## config.mk

```make
export PLATFORM = sky130hd
export DESIGN_NAME = integer_literal_parser_flat
export DESIGN_NICKNAME = d
export VERILOG_FILES = /design/src/hdl/ilp_pkg.sv /design/src/hdl/ilp_in_if.sv /design/src/hdl/ilp_out_if.sv /design/src/hdl/ilp_step.sv /design/src/hdl/integer_literal_parser.sv /design/src/flat_wrapper.sv
export VERILOG_INCLUDE_DIRS = /design/src /design/src/hdl
export SDC_FILE = /design/constraint.sdc
export NUM_CORES = 1
export LEC_CHECK = 0
export BUFFER_PORTS_ARGS = -buffer_cell sky130_fd_sc_hd__clkbuf_2
export CORE_UTILIZATION = 55
export DETAILED_ROUTE_END_ITERATION = 7
export PLACE_DENSITY = 0.78
export SYNTH_ARGS = -nofsm -noshare
export SYNTH_HDL_FRONTEND = slang
export SYNTH_SLANG_ARGS = --single-unit
```

## constraint.sdc

```tcl
create_clock -name clk -period 8.8 [get_ports clk]
set_clock_uncertainty 0.2 [all_clocks]
set_input_delay 0 -clock clk [delete_from_list [all_inputs] [get_ports clk]]
set_output_delay 0 -clock clk [all_outputs]
set_load 0.02 [all_outputs]
```

## src/hdl/integer_literal_parser_defines.svh

```systemverilog
// Assertion macros for the integer literal parser.
// Included by files that carry concurrent checks; expects clk and arst_n in scope.
`ifndef INTEGER_LITERAL_PARSER_DEFINES_SVH
`define INTEGER_LITERAL_PARSER_DEFINES_SVH

`ifndef SYNTH
// same-cycle implication
`define ILP_ASSERT(lbl, ante, cons) \
	lbl: assert property (@(posedge clk) disable iff (!arst_n) (ante) |-> (cons)) \
		else $error("integer_literal_parser check failed");
// next-cycle implication
`define ILP_ASSERT_NEXT(lbl, ante, cons) \
	lbl: assert property (@(posedge clk) disable iff (!arst_n) (ante) |=> (cons)) \
		else $error("integer_literal_parser check failed");
`else
`define ILP_ASSERT(lbl, ante, cons)
`define ILP_ASSERT_NEXT(lbl, ante, cons)
`endif

`endif

```

## src/hdl/ilp_pkg.sv

```systemverilog
// Package for the integer literal parser: parse state, step result, codes, characters.
// No dependencies.
package ilp_pkg;

	localparam int unsigned MAX_CHARS = 19;
	localparam int unsigned CNT_W     = $clog2(MAX_CHARS + 1);

	localparam logic [1:0] ST_OK   = 2'd0;
	localparam logic [1:0] ST_BAD  = 2'd1;
	localparam logic [1:0] ST_MANY = 2'd2;

	localparam logic [7:0] CH_PLUS  = 8'h2B;
	localparam logic [7:0] CH_MINUS = 8'h2D;
	localparam logic [7:0] CH_0     = 8'h30;
	localparam logic [7:0] CH_1     = 8'h31;
	localparam logic [7:0] CH_9     = 8'h39;
	localparam logic [7:0] CH_LA    = 8'h61;
	localparam logic [7:0] CH_LF_HI = 8'h66;
	localparam logic [7:0] CH_UA    = 8'h41;
	localparam logic [7:0] CH_UF    = 8'h46;
	localparam logic [7:0] CH_B     = 8'h62;
	localparam logic [7:0] CH_O     = 8'h6F;
	localparam logic [7:0] CH_X     = 8'h78;
	localparam logic [7:0] CH_UNDER = 8'h5F;
	localparam logic [7:0] CH_HASH  = 8'h23;
	localparam logic [7:0] CH_COMMA = 8'h2C;
	localparam logic [7:0] CH_RBRK  = 8'h5D;
	localparam logic [7:0] CH_SPACE = 8'h20;
	localparam logic [7:0] CH_TAB   = 8'h09;
	localparam logic [7:0] CH_CR    = 8'h0D;
	localparam logic [7:0] CH_NL    = 8'h0A;

	typedef enum logic [2:0] {
		PH_START = 3'b001,
		PH_ZERO  = 3'b010,
		PH_BODY  = 3'b100
	} phase_t;

	typedef enum logic [1:0] {
		RX_DEC = 2'd0,
		RX_BIN = 2'd1,
		RX_OCT = 2'd2,
		RX_HEX = 2'd3
	} radix_t;

	typedef enum logic [2:0] {
		PC_NONE   = 3'd0,
		PC_SIGN   = 3'd1,
		PC_PREFIX = 3'd2,
		PC_DIGIT  = 3'd3,
		PC_UNDER  = 3'd4,
		PC_ZLEAD  = 3'd5
	} pclass_t;

	typedef struct packed {
		phase_t            phase;
		radix_t            radix;
		logic              neg;
		logic [63:0]       mag;
		logic              ovf;
		pclass_t           prev;
		logic [CNT_W-1:0]  count;
	} parse_state_t;

	typedef struct packed {
		logic               emit;
		logic [1:0]         status;
		logic signed [63:0] value;
		logic               pushed_back;
	} step_result_t;

	localparam parse_state_t STATE_RESET = '{
		phase: PH_START,
		radix: RX_DEC,
		neg:   1'b0,
		mag:   64'd0,
		ovf:   1'b0,
		prev:  PC_NONE,
		count: '0
	};

endpackage

```

## src/hdl/ilp_in_if.sv

```systemverilog
// Character channel of the integer literal parser: valid/ready with ch and at_end.
// No dependencies.
interface ilp_in_if;
	logic       valid;
	logic       ready;
	logic [7:0] ch;
	logic       at_end;

	modport source (output valid, output ch, output at_end, input ready);
	modport sink (input valid, input ch, input at_end, output ready);
endinterface

```

## src/hdl/ilp_out_if.sv

```systemverilog
// Result channel of the integer literal parser: valid/ready with status, value, pushed_back.
// No dependencies.
interface ilp_out_if;
	logic               valid;
	logic               ready;
	logic [1:0]         status;
	logic signed [63:0] value;
	logic               pushed_back;

	modport source (output valid, output status, output value, output pushed_back, input ready);
	modport sink (input valid, input status, input value, input pushed_back, output ready);
endinterface

```

## src/hdl/ilp_step.sv

```systemverilog
// Next-state and result logic for one character of the integer literal parser.
// Depends on ilp_pkg.
module ilp_step (
	input  ilp_pkg::parse_state_t st,
	input  logic [7:0]            ch,
	input  logic                  at_end,
	output ilp_pkg::parse_state_t nxt,
	output ilp_pkg::step_result_t res
);
	import ilp_pkg::*;

	localparam logic [67:0] LIMIT_MAG = {4'b0, 1'b1, 63'b0};

	logic         term;
	logic         raw_ok;
	logic [3:0]   raw_d;
	logic         dig_ok;
	logic [67:0]  scaled;
	logic [67:0]  acc;
	parse_state_t body_nxt;
	step_result_t body_res;
	step_result_t bad_res;

	assign term = !at_end && (ch == CH_HASH || ch == CH_COMMA || ch == CH_RBRK ||
		ch == CH_SPACE || ch == CH_TAB || ch == CH_CR || ch == CH_NL);

	assign bad_res = '{emit: 1'b1, status: ST_BAD, value: 64'sd0, pushed_back: 1'b0};

	// digit decode; letters map to 10..15 via their low nibble
	always_comb begin
		raw_ok = 1'b1;
		raw_d  = '0;
		priority if (ch >= CH_0 && ch <= CH_9) begin
			raw_d = ch[3:0];
		end else if ((ch >= CH_LA && ch <= CH_LF_HI) || (ch >= CH_UA && ch <= CH_UF)) begin
			raw_d = ch[3:0] + 4'd9;
		end else begin
			raw_ok = 1'b0;
		end
	end

	always_comb begin
		unique case (st.radix)
			RX_BIN: dig_ok = raw_ok && (raw_d < 4'd2);
			RX_OCT: dig_ok = raw_ok && (raw_d < 4'd8);
			RX_DEC: dig_ok = raw_ok && (raw_d < 4'd10);
			RX_HEX: dig_ok = raw_ok;
			default: dig_ok = 1'b0;
		endcase
	end

	always_comb begin
		unique case (st.radix)
			RX_BIN: scaled = {3'b0, st.mag, 1'b0};
			RX_OCT: scaled = {1'b0, st.mag, 3'b0};
			RX_HEX: scaled = {st.mag, 4'b0};
			RX_DEC: scaled = {1'b0, st.mag, 3'b0} + {3'b0, st.mag, 1'b0};
			default: scaled = '0;
		endcase
	end

	assign acc = scaled + {64'b0, raw_d};

	// digit or underscore inside the body
	always_comb begin
		body_nxt       = st;
		body_nxt.phase = PH_BODY;
		body_res       = '0;
		priority if (ch == CH_UNDER) begin
			if (st.prev != PC_DIGIT) begin
				body_res = bad_res;
			end else begin
				body_nxt.prev = PC_UNDER;
			end
		end else if (!dig_ok || st.prev == PC_ZLEAD) begin
			body_res = bad_res;
		end else if (st.count >= CNT_W'(MAX_CHARS)) begin
			body_res = '{emit: 1'b1, status: ST_MANY, value: 64'sd0, pushed_back: 1'b0};
		end else begin
			body_nxt.count = CNT_W'(st.count + 1'b1);
			if (!st.ovf) begin
				if (acc > LIMIT_MAG) begin
					body_nxt.ovf = 1'b1;
				end else begin
					body_nxt.mag = acc[63:0];
				end
			end
			body_nxt.prev = (st.radix == RX_DEC && st.prev == PC_SIGN && raw_d == 4'd0) ?
				PC_ZLEAD : PC_DIGIT;
		end
		if (body_res.emit) begin
			body_nxt = STATE_RESET;
		end
	end

	always_comb begin
		nxt = st;
		res = '0;
		unique case (st.phase)
			PH_START: begin
				priority if (at_end || term) begin
					res             = bad_res;
					res.pushed_back = term;
				end else if (ch == CH_PLUS) begin
					nxt.prev  = PC_SIGN;
					nxt.phase = PH_BODY;
				end else if (ch == CH_MINUS) begin
					nxt.neg   = 1'b1;
					nxt.count = CNT_W'(1);
					nxt.prev  = PC_SIGN;
					nxt.phase = PH_BODY;
				end else if (ch == CH_0) begin
					nxt.phase = PH_ZERO;
				end else if (ch >= CH_1 && ch <= CH_9) begin
					nxt = body_nxt;
					res = body_res;
				end else begin
					res = bad_res;
				end
			end
			PH_ZERO: begin
				priority if (at_end || term) begin
					res = '{emit: 1'b1, status: ST_OK, value: 64'sd0, pushed_back: term};
				end else if (ch == CH_B || ch == CH_O || ch == CH_X) begin
					nxt.radix = (ch == CH_B) ? RX_BIN : (ch == CH_O) ? RX_OCT : RX_HEX;
					nxt.prev  = PC_PREFIX;
					nxt.phase = PH_BODY;
				end else begin
					res = bad_res;
				end
			end
			PH_BODY: begin
				if (at_end || term) begin
					res.emit        = 1'b1;
					res.pushed_back = term;
					// value only kept when digits ended cleanly and within range
					if ((st.prev != PC_DIGIT && st.prev != PC_ZLEAD) || st.ovf ||
						(!st.neg && st.mag == LIMIT_MAG[63:0])) begin
						res.status = ST_BAD;
					end else begin
						res.status = ST_OK;
						res.value  = st.neg ? $signed(~st.mag + 64'd1) : $signed(st.mag);
					end
				end else begin
					nxt = body_nxt;
					res = body_res;
				end
			end
			default: begin
				res = '0;
			end
		endcase
		if (res.emit || (st.phase != PH_START && st.phase != PH_ZERO && st.phase != PH_BODY)) begin
			nxt = STATE_RESET;
		end
	end

endmodule

```

## src/hdl/integer_literal_parser.sv

```systemverilog
// A character waits in the input register; its result, if any, enters the result register.
// Throughput: one character per cycle unless a result waits on an unread result register; the
// parse state loop (digit scale-add and overflow compare) is combinational between these registers.
// Reset: arst_n clears the input stage, the parse state and the result valid flag at once.
// Depends on ilp_pkg, ilp_in_if, ilp_out_if, ilp_step and integer_literal_parser_defines.svh.
`include "integer_literal_parser_defines.svh"

module integer_literal_parser (
	input logic      clk,
	input logic      arst_n,
	ilp_in_if.sink   chars,
	ilp_out_if.source results
);
	import ilp_pkg::*;

	logic               valid_s1;
	logic [7:0]         ch_s1;
	logic               at_end_s1;
	parse_state_t       state_q;
	parse_state_t       state_nxt;
	step_result_t       step_res;
	logic               proc;
	logic               res_valid_q;
	logic [1:0]         res_status_q;
	logic signed [63:0] res_value_q;
	logic               res_pb_q;

	ilp_step u_step (
		.st     (state_q),
		.ch     (ch_s1),
		.at_end (at_end_s1),
		.nxt    (state_nxt),
		.res    (step_res)
	);

	// a character with no result never waits on the output register
	assign proc        = valid_s1 && (!res_valid_q || results.ready || !step_res.emit);
	assign chars.ready = !valid_s1 || proc;

	always_ff @(posedge clk or negedge arst_n) begin
		if (!arst_n) begin
			valid_s1 <= 1'b0;
		end else if (chars.ready) begin
			valid_s1 <= chars.valid;
		end
	end

	always_ff @(posedge clk) begin
		if (chars.valid && chars.ready) begin
			ch_s1     <= chars.ch;
			at_end_s1 <= chars.at_end;
		end
	end

	always_ff @(posedge clk or negedge arst_n) begin
		if (!arst_n) begin
			state_q <= STATE_RESET;
		end else if (proc) begin
			state_q <= state_nxt;
		end
	end

	always_ff @(posedge clk or negedge arst_n) begin
		if (!arst_n) begin
			res_valid_q <= 1'b0;
		end else if (proc && step_res.emit) begin
			res_valid_q <= 1'b1;
		end else if (results.ready) begin
			res_valid_q <= 1'b0;
		end
	end

	always_ff @(posedge clk) begin
		if (proc && step_res.emit) begin
			res_status_q <= step_res.status;
			res_value_q  <= step_res.value;
			res_pb_q     <= step_res.pushed_back;
		end
	end

	assign results.valid       = res_valid_q;
	assign results.status      = res_status_q;
	assign results.value       = res_value_q;
	assign results.pushed_back = res_pb_q;

	`ILP_ASSERT_NEXT(a_s1_hold, valid_s1 && !proc, valid_s1 && $stable(ch_s1) && $stable(at_end_s1))
	`ILP_ASSERT_NEXT(a_emit_clears, proc && step_res.emit, state_q.phase == PH_START)
	`ILP_ASSERT(a_start_clean, state_q.phase == PH_START, state_q.mag == 64'd0 && !state_q.ovf && !state_q.neg)

endmodule
```

## src/flat_wrapper.sv

```systemverilog
// flat-port wrapper written by rule: the top's interface ports become plain ports
module integer_literal_parser_flat import ilp_pkg::*;
  (clk, arst_n, chars_valid, chars_ch, chars_at_end, chars_ready, results_valid, results_status, results_value, results_pushed_back, results_ready);
  ilp_in_if chars_i ();
  ilp_out_if results_i ();
  input logic clk;
  input logic arst_n;
  input wire logic [$bits(chars_i.valid)-1:0] chars_valid;
  input wire logic [$bits(chars_i.ch)-1:0] chars_ch;
  input wire logic [$bits(chars_i.at_end)-1:0] chars_at_end;
  output wire logic [$bits(chars_i.ready)-1:0] chars_ready;
  output wire logic [$bits(results_i.valid)-1:0] results_valid;
  output wire logic [$bits(results_i.status)-1:0] results_status;
  output wire logic [$bits(results_i.value)-1:0] results_value;
  output wire logic [$bits(results_i.pushed_back)-1:0] results_pushed_back;
  input wire logic [$bits(results_i.ready)-1:0] results_ready;
  assign chars_i.valid = chars_valid;
  assign chars_i.ch = chars_ch;
  assign chars_i.at_end = chars_at_end;
  assign chars_ready = chars_i.ready;
  assign results_valid = results_i.valid;
  assign results_status = results_i.status;
  assign results_value = results_i.value;
  assign results_pushed_back = results_i.pushed_back;
  assign results_i.ready = results_ready;
  integer_literal_parser u_core (.clk(clk), .arst_n(arst_n), .chars(chars_i), .results(results_i));
endmodule
```

==> Yosys cells after proc, flatten, opt, wreduce, memory -nomap -nowiden <==
Cells that the tools add are included.
{ "word_totals": {"ff_bits": 157, "input_bits": 13, "word_cells": 189} }
{ "op_classes": {"add_sub_neg": 5, "n_lt_le_gt_ge": 12, "eq_ne": 41, "n_mux": 66, "bitwise_logic": 1, "reduce_logical": 50} }
{ "op_table": {"columns": ["cell", "count"], "rows": [
  ["$mux W68", 13],
  ["$mux W79", 10],
  ["$pmux W68 S4", 1],
  ["$mux W73", 3],
  ["$pmux W68 S3", 1],
  ["$mux W65", 3],
  ["$mux W64", 3],
  ["$pmux W66 S2", 1],
  ["$mux W76", 1],
  ["$add A67 B65 Y68", 1],
  ["$add A68 B4 Y68", 1],
  ["$gt A68 B64 Y1 const B", 1],
  ["$add A64 B1 Y64 const B", 1],
  ["$eq A64 B64 Y1 const B", 1],
  ["$not A64 Y64", 1],
  ["$eq A8 B6 Y1 const B", 6],
  ["$eq A8 B7 Y1 const B", 5],
  ["$ne A3 B3 Y1 const B", 10],
  ["$mux W3", 9],
  ["$eq A8 B4 Y1 const B", 3],
  ["$mux W5", 4],
  ["$logic_and A1 B1 Y1", 17],
  ["$logic_or A1 B1 Y1", 17],
  ["$ge A8 B6 Y1 const B", 2],
  ["35 further kinds", 60]
]} }

==> Depth between registers and ports, before layout <==
{ "logic_depth": {"ltp_word": 26, "ltp_mapped": 29, "depth_no_buf": 23} }

==> By module <==
Synthesis repeated with hierarchy kept, for this count alone.
{ "unflattened": {"hier_cells": 2603, "area_unflattened_um2": 20205.6} }
{ "modules_own_cells": {"columns": ["mod", "n_inst", "cells_each", "area_per_inst_um2"], "rows": [
  ["ilp_step", 1, 2069, 13479.2],
  ["integer_literal_parser", 1, 534, 6726.5]
]} }

==> Worst setup path after synthesis <==
No wires, ideal clock.
{ "synth_path": {"kind": "flip-flop to flip-flop", "startpoint": "reg u_core.ch_s1[0]", "endpoint": "reg u_core.res_pb_q, in the netlist u_core.results.pushed_back (enable)", "setup_ns": 0.493, "arrival_ns": 6.149, "required_time_ns": 8.107, "slack_ns": 1.958, "path_stages_with_launch": 15, "path_buffers": 0, "period_less_slack_ns": 6.842, "cell_sequence": "edfxtp_1 inv_1 ha_1 inv_1 o311a_1 a21oi_1 mux2i_1 or2_2 a21oi_1 o31ai_1 nor2b_1 nor2_1 a221oi_1 o21ai_1 nor2_1"} }
{ "synth_between": {"elab_chain_len": 22} }
{ "synth_lines": {"columns": ["item", "line", "rtl"], "rows": [
  ["start: declaration", "integer_literal_parser.sv:17", "logic [7:0] ch_s1;"],
  ["start signal: assignment", "integer_literal_parser.sv:50", "ch_s1 <= chars.ch;"],
  ["$ge A8 B7 Y1 / $le A8 B7 Y1 (equally long branches)", "ilp_step.sv:35", "end else if ((ch >= CH_LA && ch <= CH_LF_HI) || (ch >= CH_UA && ch <= CH_UF)) begin"],
  ["$logic_and A1 B1 Y1", "ilp_step.sv:35", null],
  ["$logic_or A1 B1 Y1", "ilp_step.sv:35", null],
  ["$mux W4", "ilp_step.sv:35", null],
  ["$mux W4", "ilp_step.sv:33", "priority if (ch >= CH_0 && ch <= CH_9) begin"],
  ["$lt A4 B4 Y1, or another cell as far along", "ilp_step.sv:46", "RX_DEC: dig_ok = raw_ok && (raw_d < 4'd10);"],
  ["$logic_and A1 B1 Y1, on equally long branches", "ilp_step.sv:46, ilp_step.sv:44, ilp_step.sv:45", null],
  ["$pmux W1 S4", "ilp_step.sv:43", "unique case (st.radix)"],
  ["(+6 left out)", null, null],
  ["$mux W68", "ilp_step.sv:107", "end else if (ch == CH_MINUS) begin"],
  ["$mux W68", "ilp_step.sv:104", "end else if (ch == CH_PLUS) begin"],
  ["$mux W68", "ilp_step.sv:101", "priority if (at_end || term) begin"],
  ["$pmux W68 S3 *", "ilp_step.sv:99", "unique case (st.phase)"],
  ["$logic_not A1 Y1", "integer_literal_parser.sv:37", "assign proc = valid_s1 && (!res_valid_q || results.ready || !step_res.emit);"],
  ["$logic_or A1 B1 Y1", "integer_literal_parser.sv:37", null],
  ["$logic_and A1 B1 Y1", "integer_literal_parser.sv:37", null],
  ["$logic_and A1 B1 Y1 *", "integer_literal_parser.sv:74", "if (proc && step_res.emit) begin"],
  ["end signal: assignment", "integer_literal_parser.sv:77", "res_pb_q <= step_res.pushed_back;"],
  ["end: declaration", "integer_literal_parser.sv:26", "logic res_pb_q;"]
]} }
Every way passes the cells marked *; elsewhere a longest branch is shown, timed or not.
A chain may end at the register's enable or synchronous reset.

==> Worst setup path after layout <==
{ "layout_path": {"startpoint": "reg u_core.ch_s1[2]", "endpoint": "reg u_core.state_q[63] in the netlist's numbering"} }
{ "layout_between": {"elab_chain_len": 26} }
{ "layout_lines": {"columns": ["item", "line", "rtl"], "rows": [
  ["$ge A8 B7 Y1 / $le A8 B7 Y1 (equally long branches)", "ilp_step.sv:35", null],
  ["$logic_and A1 B1 Y1", "ilp_step.sv:35", null],
  ["$logic_or A1 B1 Y1", "ilp_step.sv:35", null],
  ["$mux W4", "ilp_step.sv:35", null],
  ["$mux W4", "ilp_step.sv:33", null],
  ["$add A68 B4 Y68, or another cell as far along", "ilp_step.sv:62", "assign acc = scaled + {64'b0, raw_d};"],
  ["$gt A68 B64 Y1, or another cell as far along", "ilp_step.sv:82", "if (acc > LIMIT_MAG) begin"],
  ["$mux W64 / $pmux W1 S4 (equally long branches)", "ilp_step.sv:82, ilp_step.sv:43", null],
  ["(+10 left out)", null, null],
  ["$mux W79", "ilp_step.sv:101", null],
  ["$mux W79", "ilp_step.sv:99", null],
  ["$mux W76", "ilp_step.sv:112", "end else if (ch == CH_0) begin"],
  ["$mux W65", "ilp_step.sv:107", null],
  ["$mux W68", "ilp_step.sv:104", null],
  ["$mux W79", "ilp_step.sv:101", null],
  ["$pmux W66 S2", "ilp_step.sv:99", null],
  ["$mux W79", "ilp_step.sv:153", "if (res.emit || (st.phase != PH_START && st.phase != PH_ZERO && st.phase != PH_BODY)) begin"],
  ["end signal: assignment", "integer_literal_parser.sv:59", "state_q <= state_nxt;"],
  ["end: declaration", "integer_literal_parser.sv:19", "parse_state_t state_q;"]
]} }
Several ways; a longest one is shown, not always the timed one. The select of a mux whose other input is x is not followed.

==> results.yml <==
status:
  status: "complete, no violations"
critical_path:
  timing.rr.end: "u_core.state_q[63]"
  path_buf_inv: 2
  cpPeakStageDelay_ns: 0.56
  path_max_fanout: 53
  crit_slowest_cell: "a21bo_2"
  r2r_start: "u_core.ch_s1[2]"
  reg2reg_slack_ns: 0.74
  critPathTopFamily: "simple AND/OR/NAND/NOR gates"
  critPathCaptureType: "register"
  cp_cell_sequence: "and2_1 -> or3_1 -> nor3_1 -> a21oi_1 -> mux2i_1 -> inv_1 -> fa_1 -> nor2b_1 -> o211ai_1 -> nor4_2 -> nor3b_1 -> nand2_1 -> xnor2_1 -> or4_1 -> or4_1 -> a2111o_1 -> nor4_1 -> and4b_1 -> o21ai_1 -> a21bo_2 -> buf_4 -> a22o_1"
  crit_path_frequent_cell: "or4_1"
  worstPathArrival_ns: 8.20
  path_class: "register to register"
  start_kind: "register"
  r2r_cells: 22
  crit_required_ns: 8.94
layout:
  fillers: 2688
  n_antenna_cell: 0
  layout.nets: 2213
  area_growth_pct: 7.651
  finish.utilization_pct: 60.50
  drive_gt1_share_pct: 9.818
global_route:
  grt_pass1_wl_um: 94410
  use_met3_pct: 8.161
  busiest_layer: "met2"
  grt_max_degree: 75
  overflow: 0
  grt_usage_pct: 39.59
  grt_use_met2_pct: 59.30
  grt_antenna_before_repair: 0
  grt_use_met1_pct: 55.83
  grt_pass1_vias: 16242
die:
  initial_core_util_pct: 56.20
  chipWidth_um: 176.5
  dieArea_um2: 31150
  ios: 82
  fp.dieH_um: 176.5
  coreArea_um2: 29800
  std_cell_rows: 63
synthesis:
  synthCells: 2123
  synth_area_per_cell_um2: 7.887
  yosysUniqueCellTypes: 92
  synth_area_um2: 16740
  yosysWarningCount: 0
  synth_seq_cells: 157
  ys_async_sr_fraction_pct: 51.59
  synth_edf_count: 76
  syn_nets: 2210
  ys_seq_area_share_pct: 25.74
  ys.flop_type: "dfrtp_1"
clock_network:
  numCtsBuffers: 17
  clkTransAtPathRegs_ns: 0.08
  htreeDepth: 4
  clk_latency_ns: 0.45
  cts.sinks: 157
  clockBufferDepth: 2
  ctsResizeCount: 0
  cts_tree: "yes"
  root_buffer: "clkbuf_16"
  holdBufCountCts: 14
  postCtsSetupRepairBufs: 0
sta:
  holdWs_ns: 0.06386
  period_share_pct: 91.60
  setup_viol: 0
  worstMarginPinSlew_ns: 1.263
  drv_slew: 0
  max-slew-margin-rel_pct: 15.82
  rsz0062_at_grt: "no"
  fmax_mhz: 124.1
  period_needed_ns: 8.061
  setup_ws_ns: 0.7389
  hold_viol: 0
  finalSetupTns_ns: 0
place:
  place.gp.congestion: 1.056
  dpl_worst_slack_ns: 0.9430
  io_buffers: 81
  dp_hpwl_um: 46470
drt:
  wire_per_inst_um: 24.48
  viasPerCell: 7.028
  drt_iter0_drc: 2344
  drc: 0
  via_count: 17774
  totalWireLength_um: 61910
  postRouteAntennaNets: 0
  first_pass_iters: 6
run:
  drv_cap: 0
min_path:
  hold_path.class: "input pin to register"
  hp-start: "chars_ch[5]"
  hold_depth: 2
  worstHoldEndpoint: "u_core.ch_s1[5]"
power:
  static-leakage-power_nw: 6.947
  p_total_mw: 2.481
  power-per-cell-area_nw_per_um2: 137.6
  max-vdd-ir-drop_uv: 199.7
-- flip-flops by register name, summed over array words and instances (netlist names) --
name / count
u_core.results.value: 64
u_core.state_q: 79
u_core.results.pushed_back: 1
u_core.ch_s1: 8
u_core.results.status: 2
u_core.results.valid: 1
u_core.at_end_s1: 1
u_core.valid_s1: 1
-- placed cells by master, fill, tap and decap left out, types with 47 or more instances in the layout --
cell type,count
edfxtp_1,76
nand3_1,49
inv_1,47
ha_1,72
a21oi_1,147
clkbuf_2,80
xor2_1,78
nor3_1,61
xnor2_1,70
dfrtp_1,77
nand2_1,207
o21ai_0,135
nor2_1,218
-- cells in the mapped netlist (27+ instances only) --
| cell type | instances | area share, % |
|---|---|---|
| inv_1 | 47 | 1.1 |
| o2bb2ai_1 | 38 | 2.0 |
| a21oi_1 | 147 | 4.4 |
| nor4_1 | 39 | 1.5 |
| mux2i_1 | 43 | 2.6 |
| xnor2_1 | 70 | 3.7 |
| clkbuf_1 | 102 | 2.3 |
| a21o_1 | 28 | 1.3 |
| buf_2 | 32 | 0.96 |
| or3_1 | 35 | 1.3 |
| dfrtp_1 | 80 | 12 |
| o21a_1 | 27 | 1.2 |
| ha_1 | 72 | 5.4 |
| nand3_1 | 49 | 1.5 |
| nand4_1 | 46 | 1.7 |
| nor2_1 | 220 | 4.9 |
| nand2_1 | 208 | 4.7 |
| o31ai_1 | 27 | 1.2 |
| xor2_1 | 78 | 4.1 |
| o21ai_0 | 135 | 4.0 |
| a22o_1 | 32 | 1.7 |
| nor3_1 | 61 | 1.8 |
| edfxtp_1 | 76 | 14 |
-- worst max-delay path by stage --
stage,endpoint,cells after the start,from,slack (ns)
2_1_floorplan,u_core.results.pushed_back,14,u_core.ch_s1[0],1.96
3_3_place_gp,u_core.state_q[63],22,u_core.ch_s1[3],1.04
3_5_place_dp,u_core.state_q[63],22,u_core.ch_s1[2],0.94
4_1_cts,u_core.state_q[65],22,u_core.ch_s1[3],0.92
5_1_grt,u_core.state_q[64],20,u_core.state_q[11],0.33
6_report,u_core.state_q[63],22,u_core.ch_s1[2],0.74
-- through the flow --
step | std cells | area [um2]
after global routing | 2529 | 18030
after global placement | 2483 | 17320
after floorplan | 2123 | 16740
after detailed placement | 2483 | 17320
after CTS | 2529 | 18030
final | 2529 | 18030
-- kinds of logic (layout without fill, tap and decap cells) --
group                    after synthesis  in the layout  synth area share, %
flip-flops                           157            157                25.74
multiplexers                          64             64                4.453
AND/OR/NAND/NOR                      826            826                24.58
XOR/XNOR                             148            148                7.741
buffers and inverters                194            210                4.775
adder cells (fa/ha/maj)               74             74                5.619
AO/OA/AOI/OAI                        660            660                27.09
-- where the power goes --
part,switching (mW),internal [mW],total [mW]
combinational,0.533,0.192,0.725
sequential,0.0524,0.947,1.00
clock,0.360,0.396,0.756
-- metal layers --
layer,vias to the layer above,share of wire (%)
li1,8004,-
met4,0,3.4
met5,-,0
met2,1155,43
met3,149,12
met1,8466,42
-- final cells by class --
class                           count  area [um2]  share of cell area [%]
Clock buffer                       18       429.2                   2.381
Clock inverter                     14       137.6                  0.7635
Inverter                           47       176.4                  0.9787
Multi-Input combinational cell   1772       11660                   64.70
Sequential cell                   157        4314                   23.93
Tap cell                          390       488.0                   2.707
Timing Repair Buffer              131       818.3                   4.539
(Power assumes the default switching activity.)
